==> config.mk <==
export PLATFORM = sky130hd
export DESIGN_NAME = rtcp_bye_packet_parser
export DESIGN_NICKNAME = d
export VERILOG_FILES = /design/src/hdl/rtcp_bye_pkg.sv /design/src/hdl/rtcp_bye_packet_parser.sv
export VERILOG_INCLUDE_DIRS = /design/src /design/src/hdl
export SDC_FILE = /design/constraint.sdc
export NUM_CORES = 1
export LEC_CHECK = 0
export BUFFER_PORTS_ARGS = -buffer_cell sky130_fd_sc_hd__buf_2
export CAP_MARGIN = 30
export CORE_ASPECT_RATIO = 0.75
export CORE_UTILIZATION = 45
export DETAILED_ROUTE_END_ITERATION = 8
export PLACE_DENSITY = 0.62
export RECOVER_POWER = 50
export SETUP_SLACK_MARGIN = 0.3
export SLEW_MARGIN = 30
export SYNTH_ARGS = -nofsm -noshare
export SYNTH_HDL_FRONTEND = slang
export SYNTH_SLANG_ARGS = --single-unit
==> constraint.sdc <==
create_clock -name clk_i -period 3.8 [get_ports clk_i]
set_input_delay 0.38 -clock clk_i [delete_from_list [all_inputs] [get_ports clk_i]]
set_output_delay 0.38 -clock clk_i [all_outputs]
set_load 0.02 [all_outputs]
==> src/hdl/assert_macros.svh <==
// Assertion macros used by the RTL of the project.
`ifndef ASSERT_MACROS_SVH
`define ASSERT_MACROS_SVH

// Check a property on every rising clock edge outside reset.
`define ASSERT_AT(lbl, prop, msg) \
  lbl: assert property (@(posedge clk_i) disable iff (!rst_ni) (prop)) else $error(msg);

// Check that a condition implies another in the same cycle.
`define ASSERT_IMPLIES(lbl, ante, cons, msg) \
  lbl: assert property (@(posedge clk_i) disable iff (!rst_ni) (ante) |-> (cons)) \
    else $error(msg);

// Check that a condition implies another in the following cycle.
`define ASSERT_NEXT(lbl, ante, cons, msg) \
  lbl: assert property (@(posedge clk_i) disable iff (!rst_ni) (ante) |=> (cons)) \
    else $error(msg);

`endif

==> src/hdl/rtcp_bye_pkg.sv <==
// Types and constants of the RTCP BYE packet parser.
package rtcp_bye_pkg;

  localparam logic [7:0] ByeType     = 8'd203;
  localparam logic [1:0] HeaderLast  = 2'd3;

  // parse phase codes
  localparam logic [2:0] PhHeader    = 3'd0;
  localparam logic [2:0] PhSources   = 3'd1;
  localparam logic [2:0] PhReasonLen = 3'd2;
  localparam logic [2:0] PhReason    = 3'd3;
  localparam logic [2:0] PhIgnore    = 3'd4;

  // result kinds
  localparam logic [1:0] KindSource  = 2'd0;
  localparam logic [1:0] KindReason  = 2'd1;
  localparam logic [1:0] KindStatus  = 2'd2;

  // end status error codes
  localparam logic [1:0] ErrNone      = 2'd0;
  localparam logic [1:0] ErrShort     = 2'd1;
  localparam logic [1:0] ErrType      = 2'd2;
  localparam logic [1:0] ErrTruncated = 2'd3;

  // result queue geometry
  localparam int unsigned FifoDepth = 4;
  localparam int unsigned FifoAw    = 2;

  typedef struct packed {
    logic [1:0]  kind;
    logic [31:0] source_id;
    logic [4:0]  source_index;
    logic [7:0]  reason_byte;
    logic [7:0]  reason_length;
    logic [4:0]  source_count;
    logic [1:0]  error_code;
    logic        run_last;
  } result_t;

endpackage

==> src/hdl/rtcp_bye_packet_parser.sv <==
// Streaming RTCP BYE packet parser: byte-wise state update and result queue.
// Results of a byte are written into the result queue as the byte is accepted.
// Throughput: one byte per cycle while the queue has room; each byte yields at
// most two results (final byte's data result plus end status), drained one per
// cycle of out_ready_i by a four-entry queue keeping room for two before a byte.
// Reset (rst_ni low, asynchronous) clears the parse state and empties the queue.
`include "assert_macros.svh"

module rtcp_bye_packet_parser (
  input  logic        clk_i,
  input  logic        rst_ni,
  input  logic        in_valid_i,
  output logic        in_ready_o,
  input  logic [7:0]  byte_in_i,
  input  logic        end_of_packet_i,
  output logic        out_valid_o,
  input  logic        out_ready_i,
  output logic [1:0]  kind_o,
  output logic [31:0] source_id_o,
  output logic [4:0]  source_index_o,
  output logic [7:0]  reason_byte_o,
  output logic [7:0]  reason_length_o,
  output logic [4:0]  source_count_o,
  output logic [1:0]  error_code_o,
  output logic        run_last_o
);

  localparam int unsigned CntW = rtcp_bye_pkg::FifoAw + 1;

  // Parse state
  logic [2:0]  phase_q, phase_d;
  logic [1:0]  pos_q, pos_d;
  logic [4:0]  hcount_q, hcount_d;
  logic [4:0]  sdone_q, sdone_d;
  logic [23:0] wshift_q, wshift_d;
  logic [7:0]  rdecl_q, rdecl_d;
  logic [7:0]  rrecv_q, rrecv_d;
  logic [1:0]  err_q, err_d;

  // Results of the byte being accepted
  logic                  in_fire;
  logic                  data_vld;
  rtcp_bye_pkg::result_t data_res;
  rtcp_bye_pkg::result_t end_res;
  logic [1:0]            end_err;
  logic [5:0]            sdone_inc;
  logic [7:0]            rrecv_inc;

  // Result queue
  rtcp_bye_pkg::result_t             fifo_q [rtcp_bye_pkg::FifoDepth];
  logic [rtcp_bye_pkg::FifoAw-1:0]   wp_q, wp_d, rp_q, rp_d;
  logic [CntW-1:0]                   cnt_q, cnt_d;
  logic                              push0, push1, pop;
  rtcp_bye_pkg::result_t             res0, res1;
  rtcp_bye_pkg::result_t             head;

  assign in_fire    = in_valid_i && in_ready_o;
  // Take a byte only while the queue has room for the two results it may cause
  assign in_ready_o = (cnt_q <= CntW'(rtcp_bye_pkg::FifoDepth - 2));

  assign sdone_inc = {1'b0, sdone_q} + 6'd1;
  assign rrecv_inc = rrecv_q + 8'd1;

  // Per-byte parse: advance the phase, gather id bytes, count reason bytes
  always_comb begin
    phase_d  = phase_q;
    pos_d    = pos_q;
    hcount_d = hcount_q;
    sdone_d  = sdone_q;
    wshift_d = wshift_q;
    rdecl_d  = rdecl_q;
    rrecv_d  = rrecv_q;
    err_d    = err_q;
    data_vld = 1'b0;
    data_res = '0;

    case (phase_q)
      rtcp_bye_pkg::PhHeader: begin
        if (pos_q == 2'd0) begin
          hcount_d = byte_in_i[4:0];
        end else if (pos_q == 2'd1 && byte_in_i != rtcp_bye_pkg::ByeType) begin
          err_d = rtcp_bye_pkg::ErrType;
        end
        if (pos_q == rtcp_bye_pkg::HeaderLast) begin
          pos_d = 2'd0;
          if (err_d != rtcp_bye_pkg::ErrNone) begin
            phase_d = rtcp_bye_pkg::PhIgnore;
          end else if (hcount_d != 5'd0) begin
            phase_d = rtcp_bye_pkg::PhSources;
          end else begin
            phase_d = rtcp_bye_pkg::PhReasonLen;
          end
        end else begin
          pos_d = pos_q + 2'd1;
        end
      end
      rtcp_bye_pkg::PhSources: begin
        if (pos_q == 2'd3) begin
          // Complete the id and emit it with its list position
          data_vld              = 1'b1;
          data_res.kind         = rtcp_bye_pkg::KindSource;
          data_res.source_id    = {wshift_q, byte_in_i};
          data_res.source_index = sdone_q;
          wshift_d = '0;
          pos_d    = 2'd0;
          if (sdone_inc >= {1'b0, hcount_q}) begin
            phase_d = rtcp_bye_pkg::PhReasonLen;
          end
          sdone_d = sdone_inc[4:0];
        end else begin
          wshift_d = {wshift_q[15:0], byte_in_i};
          pos_d    = pos_q + 2'd1;
        end
      end
      rtcp_bye_pkg::PhReasonLen: begin
        rdecl_d = byte_in_i;
        phase_d = (byte_in_i != 8'd0) ? rtcp_bye_pkg::PhReason : rtcp_bye_pkg::PhIgnore;
      end
      rtcp_bye_pkg::PhReason: begin
        data_vld             = 1'b1;
        data_res.kind        = rtcp_bye_pkg::KindReason;
        data_res.reason_byte = byte_in_i;
        rrecv_d = rrecv_inc;
        if (rrecv_inc >= rdecl_q) begin
          phase_d = rtcp_bye_pkg::PhIgnore;
        end
      end
      default: begin
        // trailing bytes: drop
      end
    endcase
  end

  // End status, taken from the state this byte leaves behind
  always_comb begin
    if (phase_d == rtcp_bye_pkg::PhHeader) begin
      end_err = rtcp_bye_pkg::ErrShort;
    end else if (err_d != rtcp_bye_pkg::ErrNone) begin
      end_err = err_d;
    end else if (phase_d == rtcp_bye_pkg::PhSources) begin
      end_err = rtcp_bye_pkg::ErrTruncated;
    end else begin
      end_err = rtcp_bye_pkg::ErrNone;
    end
    end_res               = '0;
    end_res.kind          = rtcp_bye_pkg::KindStatus;
    end_res.reason_length = (end_err == rtcp_bye_pkg::ErrNone) ? rrecv_d : 8'd0;
    end_res.source_count  = hcount_d;
    end_res.error_code    = end_err;
    end_res.run_last      = 1'b1;
  end

  // Order the results: data first, end status behind it
  always_comb begin
    push0 = in_fire && (data_vld || end_of_packet_i);
    push1 = in_fire && data_vld && end_of_packet_i;
    res0  = data_vld ? data_res : end_res;
    res0.run_last = !(data_vld && end_of_packet_i);
    res1  = end_res;
  end

  always_ff @(posedge clk_i or negedge rst_ni) begin
    if (!rst_ni) begin
      phase_q  <= rtcp_bye_pkg::PhHeader;
      pos_q    <= '0;
      hcount_q <= '0;
      sdone_q  <= '0;
      wshift_q <= '0;
      rdecl_q  <= '0;
      rrecv_q  <= '0;
      err_q    <= rtcp_bye_pkg::ErrNone;
    end else if (in_fire) begin
      if (end_of_packet_i) begin
        // Packet done: return to the header phase for the next one
        phase_q  <= rtcp_bye_pkg::PhHeader;
        pos_q    <= '0;
        hcount_q <= '0;
        sdone_q  <= '0;
        wshift_q <= '0;
        rdecl_q  <= '0;
        rrecv_q  <= '0;
        err_q    <= rtcp_bye_pkg::ErrNone;
      end else begin
        phase_q  <= phase_d;
        pos_q    <= pos_d;
        hcount_q <= hcount_d;
        sdone_q  <= sdone_d;
        wshift_q <= wshift_d;
        rdecl_q  <= rdecl_d;
        rrecv_q  <= rrecv_d;
        err_q    <= err_d;
      end
    end
  end

  // Result queue: up to two writes and one read per cycle
  assign pop  = out_valid_o && out_ready_i;
  assign wp_d = wp_q + rtcp_bye_pkg::FifoAw'(push0) + rtcp_bye_pkg::FifoAw'(push1);
  assign rp_d = rp_q + rtcp_bye_pkg::FifoAw'(pop);
  assign cnt_d = cnt_q + CntW'(push0) + CntW'(push1) - CntW'(pop);

  always_ff @(posedge clk_i or negedge rst_ni) begin
    if (!rst_ni) begin
      wp_q  <= '0;
      rp_q  <= '0;
      cnt_q <= '0;
    end else begin
      wp_q  <= wp_d;
      rp_q  <= rp_d;
      cnt_q <= cnt_d;
    end
  end

  always_ff @(posedge clk_i) begin
    if (push0) begin
      fifo_q[wp_q] <= res0;
    end
    if (push1) begin
      fifo_q[wp_q + rtcp_bye_pkg::FifoAw'(1)] <= res1;
    end
  end

  assign head            = fifo_q[rp_q];
  assign out_valid_o     = (cnt_q != '0);
  assign kind_o          = head.kind;
  assign source_id_o     = head.source_id;
  assign source_index_o  = head.source_index;
  assign reason_byte_o   = head.reason_byte;
  assign reason_length_o = head.reason_length;
  assign source_count_o  = head.source_count;
  assign error_code_o    = head.error_code;
  assign run_last_o      = head.run_last;

  `ASSERT_AT(a_fifo_bound, cnt_q <= CntW'(rtcp_bye_pkg::FifoDepth), "result queue overflow")
  `ASSERT_IMPLIES(a_sources_nonzero, phase_q == rtcp_bye_pkg::PhSources, hcount_q != 5'd0, "source phase with zero count")
  `ASSERT_IMPLIES(a_pos_phase, pos_q != 2'd0, phase_q == rtcp_bye_pkg::PhHeader || phase_q == rtcp_bye_pkg::PhSources, "byte position outside word phases")
  `ASSERT_NEXT(a_eop_restart, in_fire && end_of_packet_i, phase_q == rtcp_bye_pkg::PhHeader && pos_q == 2'd0 && err_q == rtcp_bye_pkg::ErrNone, "parser not back in header phase after end of packet")

endmodule

* Word level (Yosys, flattened, before mapping)
Memories as Yosys holds them, arrays and structs flattened. Index checks and enable logic that the tools add are counted. Widths: inputs -> output; s select.
Cells by class: add/sub/neg operators 10, muxes and demuxes 46, reductions and logical operators 27, magnitude comparators 3, equal/unequal tests 7
Operators with widths (count):
- $mux 37 | 2
- $mux 24 | 3
- $mux 63 | 1
- $mux 8 | 6
- $mux 5 | 7
- $mux 2 | 12
- $mux 3 | 7
- $pmux 3 s4 | 1
- $reduce_bool 2->1 | 6
- $add 8x1->8 const B | 1
- $ge 8x8->1 | 1
- $ne 8x8->1 const B | 1
- $reduce_bool 8->1 | 1
- $logic_and 1x1->1 | 7
- $add 2x1->2 | 3
- $add 3x1->3 | 2
- $add 5x1->6 const B | 1
- $eq 3x1->1 const B | 2
- $eq 3x2->1 const B | 2
- $ge 6x5->1 | 1
- $logic_not 3->1 | 2
- $reduce_and 2->1 | 3
- $mux 1 | 5
- $reduce_bool 5->1 | 1
- 13 further kinds | 15
Word-level totals: RAM bits 252, bits in registers 64, memories kept 1, input bits 13, logic and storage cells 105
Memory list:
- fifo_q | depth 4, width 63, rd ports 1, clocked after memory_dff 0, wr ports 2, line rtcp_bye_packet_parser.sv:50 | rtcp_bye_pkg::result_t fifo_q [rtcp_bye_pkg::FifoDepth];

* Longest topological paths before layout
word-level depth 16, mapped depth 12, depth with buffers taken out 11

* Worst setup path after synthesis
No wires, ideal clock.
path type reg-to-reg, start point register pos_q[0], end point memory fifo_q[0][10] (netlist bit), enable pin, setup slack 0.833 ns, clock period less this slack 2.967 ns, buffers on the path 1, cell stages (with the launch flop) 7, arrival time 2.556 ns, path through dfrtp_1 > ha_1 > inv_1 > a21oi_2 > nand3_1 > clkbuf_1 > o21ai_0
RTL lines:
- start, declared | line rtcp_bye_packet_parser.sv:32 | logic [1:0] pos_q, pos_d;
- start signal, assigned | line rtcp_bye_packet_parser.sv:185 | pos_q <= pos_d;
- end, declared | line rtcp_bye_packet_parser.sv:50

* Worst setup path after layout
start point register pos_q[0], end point register cnt_q[2]
On the way: longest elaborated chain between the ends 8, elaborated cells between the ends (all ways) 10, those cells by class 3 x add/sub; 1 x eq/ne; 2 x mux; 4 x reduce/logical
RTL lines:
- $eq 2x2->1 * | line rtcp_bye_packet_parser.sv:98 | if (pos_q == 2'd3) begin
- $mux 1 * | line rtcp_bye_packet_parser.sv:98
- $pmux 1 s2 * | line rtcp_bye_packet_parser.sv:77 | case (phase_q)
- $logic_or 1x1->1 | line rtcp_bye_packet_parser.sv:155 | push0 = in_fire && (data_vld || end_of_packet_i);
- $logic_and 1x1->1 | line rtcp_bye_packet_parser.sv:155
- $add 3x1->3 | line rtcp_bye_packet_parser.sv:200 | assign cnt_d = cnt_q + CntW'(push0) + CntW'(push1) - CntW'(pop);
- $add 3x1->3 * | line rtcp_bye_packet_parser.sv:200
- $sub 3x1->3 * | line rtcp_bye_packet_parser.sv:200
- named net cnt_d[2] | line rtcp_bye_packet_parser.sv:52 | logic [CntW-1:0] cnt_q, cnt_d;
- end signal, assigned | line rtcp_bye_packet_parser.sv:210 | cnt_q <= cnt_d;
- end, declared | line rtcp_bye_packet_parser.sv:52
The timed path passes the listed nets; every way through them passes the cells marked *. A chain may end at the register's enable or synchronous reset.

==> impl_results.md <==
- Startpoint Class: flop
- Residual DRC: 0
- Slew Viols, Final: about 40
- Max-cap viol count: 1
- Slowest-stage cell, CP: a21oi_1
- Share of synthesized registers carrying an async set or reset: 0.2025
- Largest net degree at the start of global routing: roughly 150
- Comb pwr share: 0.289
- Sw power: 4.095 mW
- Worst rel slew slack: -0.6589
- Worst-Skew Late Latency: roughly 0.52 ns
- CP endpoint kind: flop
- Pwr Density: around 710 mW/mm²
- Gate Count Post-Synth: 1500
- CP Cell Sequence: ha_1, inv_1, a21oi_1, o21ai_1, ha_1, inv_1, fa_1, fa_1, xnor2_1
- Post-DRT Antenna Nets: 0
- Leakage: slightly below 6 nW
- P_int: around 7.3 mW
- Outcome: finished, violations left
- DIE AREA: ~0.032 mm²
- Post-synth EDFFs: 60
- # rows: 56
- Syn. warnings: 0
- Yosys top cell by area: dfxtp_1
- Core area: 0.03118 mm²
- Via count: 11401
- Congestion Overflow GR: 0
- VDD IR max: 0.0003641 V
- Req. time, crit path: 4.22 ns
- Clock Path Buffers: 3
- Final Wtd Congestion: ~0.87
- Dpl hpwl: between 20000 and 25000 µm
- Final hold slack: between 0.2 and 0.3 ns
- Clock share of power: 0.307
- Port Buffers: 77
- Total track usage: 0.2530
- Number of CTS-inserted buffers: 34
- Period utilization: 0.8968
- Tightest Pin Transition: around 2.5 ns
- I/O pin total: 78
- Switching part of the total: 0.3607
- Yosys top cell area share: 0.2697
- Final hold violation count: 0
- Initial antenna violation count: 0
- FF+latch count, synth: about 320
- CP Class: flop to flop
- Antenna diode count: 0
- Fin nets: 1563
- Setup ws final: around 0.4 ns
- CP bufs+invs: 2
- First-pass GRT wire length: between 60000 and 70000 µm
- Ys flop type: dfxtp_1
- Largest driver fanout on the critical path: 7
- Post-CTS Setup Inserts: 0
- Fmax: ~0.29 GHz
- Post-Syn Area: 0.01425 mm²
- Slowest stage delay, CP: 0.49 ns
- Tmin final: ~3.4 ns
- Seq/Total Area, Yosys: 0.5084
- Total wire length: 40050 µm
- Synth Net Count: 1537
- CTS tree: done
- Drt via density: roughly 5.8
- CP Data Arrival Time: about 3.8 ns
- Part of the power in registers: 0.404
- Worst hold path class: input port to flop
- Vias in the first global route: between 10000 and 15000
- Initial Util: 0.4571
- Pre-CTS WS: ~0.63 ns
- Initial drt markers: ~1000
- Final setup fails: 0
- Root Driver: clkbuf_16
- Unrepaired setup endpoints after global routing: yes
- Clk sinks: around 320
- Die Y: between 150 and 200 µm
- Crit path max-delay family: adder cells
- Synth area leaders: dfxtp_1 27%, edfxtp_1 13%, dfrtp_1 11%
- Reg clk slew, reported paths: around 0.07 ns
- Routed length per placed instance: a little over 20 µm
- Drt first pass iters: 5
- Syn-to-layout area delta: 12.48%
- Fin Setup TNS: 0 ns
- Skew final: 0.01755 ns
- H-Tree Level Count: 2
- Distinct cells, synth: 63
- # fillers: 2835
- Failing checks: max-capacitance violations, max-slew violations
- Die outline width: 207.5 µm
- Fraction of layout cells with a size suffix above 1: 0.1379
- Total Power: approximately 11 mW
- Post-Syn Area per Cell: 9.502 µm²
-- area by class of cell --
class / count / area [µm²] / share of cell area
Tap cell: 406 / 508.0 / 0.03168
Sequential cell: 316 / 7252 / 0.4523
Inverter: 25 / 93.84 / 0.005853
Timing Repair Buffer: 111 / 569.3 / 0.03551
Multi-Input combinational cell: 1038 / 6430 / 0.4010
Clock inverter: 12 / 143.9 / 0.008975
Clock buffer: 50 / 1036 / 0.06462
-- sequential cells by signal, summed over array words and instances (netlist names) --
name / cells
fifo_q: 252
err_q: 2
rrecv_q: 8
pos_q: 2
sdone_q: 5
rp_q: 2
cnt_q: 3
hcount_q: 5
rdecl_q: 8
wp_q: 2
wshift_q: 24
phase_q: 3
-- worst min-delay path, stage by stage --
cell	delay (ns)
buf_2	0.21
nand2_1	0.09
o21ai_0	0.07
-- cell usage after synthesis, types with 3 or more instances --
master and instances:
nand2_1 286, inv_1 25, dfxtp_1 192, o21ai_1 7, nor3_1 11, edfxtp_1 60
clkbuf_1 76, nor2_1 95, or3_1 3, buf_2 25, a221oi_1 5, xor2_1 7
or2_2 4, o21a_1 7, o211ai_1 3, o221a_2 4, a32o_1 3, fa_1 3
nand2b_1 4, ha_1 21, a21oi_1 203, clkbuf_8 5, nor3b_1 4, buf_1 15
and2_1 4, o21ai_0 55, nand3_1 187, nor2_2 4, mux4_2 63, o22ai_1 10
xnor2_1 7, a211o_1 3, dfrtp_1 64
-- final timing paths --
check	cells after the start	endpoint	slack (ns)	start
min in group asynchronous	2	rdecl_q[0]$_DFFE_PN0P_	1.16	rst_ni
worst max-delay path	9	cnt_q[2]$_DFF_PN0_	0.39	pos_q[0]$_DFFE_PN0P_
worst min-delay path	3	rdecl_q[2]$_DFFE_PN0P_	0.27	byte_in_i[2]
worst min register to register	2	fifo_q[2][62]$_SDFFE_PP1P_	0.44	fifo_q[2][62]$_SDFFE_PP1P_
max in group asynchronous	2	rp_q[0]$_DFF_PN0_	0.86	rst_ni
worst max register to register	9	cnt_q[2]$_DFF_PN0_	0.39	pos_q[0]$_DFFE_PN0P_
-- logic make-up after synthesis --
group,after synthesis,synth area share
flops,316,0.5084
buf+inv,146,0.04415
xor+xnor,14,0.008603
simple gates,614,0.1879
mux,64,0.1002
fa+ha+maj,24,0.02265
compound gates,322,0.1281
-- power by group through the flow --
stage          logic, mW  registers, mW  clock network, mW
2_1_floorplan       2.61           4.26                  0
3_3_place_gp        3.27           4.65                  0
3_5_place_dp        3.32           4.66                  0
4_1_cts             3.35           4.59               3.54
5_1_grt             3.56           4.69               3.68
6_report            3.28           4.59               3.48
-- cell usage in the layout, fill, tap and decap left out, types with 10 or more instances in the layout --
| master | n |
|---|---|
| o21ai_0 | 57 |
| nand3_1 | 187 |
| nor3_1 | 11 |
| nor2_1 | 92 |
| buf_2 | 37 |
| nand2_1 | 286 |
| edfxtp_1 | 60 |
| mux4_2 | 63 |
| a21oi_1 | 204 |
| inv_1 | 25 |
| clkbuf_16 | 38 |
| o22ai_1 | 10 |
| ha_1 | 21 |
| dfrtp_1 | 62 |
| dfxtp_1 | 192 |
| buf_4 | 20 |
| clkbuf_1 | 53 |
-- layer usage --
metal / wire [µm] / part of all wire / track usage
met4: 761 / 0.019 / 0.06539
met1: 18250 / 0.46 / 0.3668
met3: 2995 / 0.075 / 0.04348
met5: 0 / 0 / 0
met2: 18050 / 0.45 / 0.3912
-- what timing repair did --
action | in CTS | in global routing
setup endpoints to repair | 0 | 11
resized for setup | 0 | 2
endpoints found under the hold margin | 38 | 0
hold buffers | 1 | 0
-- per-stage QoR --
stage	std cells	instance area (µm²)	utilization
floorplan	1500	14250	-
global placement	1894	14950	0.4793
detailed placement	1895	14980	0.4803
CTS	1958	16170	0.5185
global route	1958	16030	0.5142
finish	1958	16030	0.5142
No activity file was read; power rests on OpenSTA's default activity.
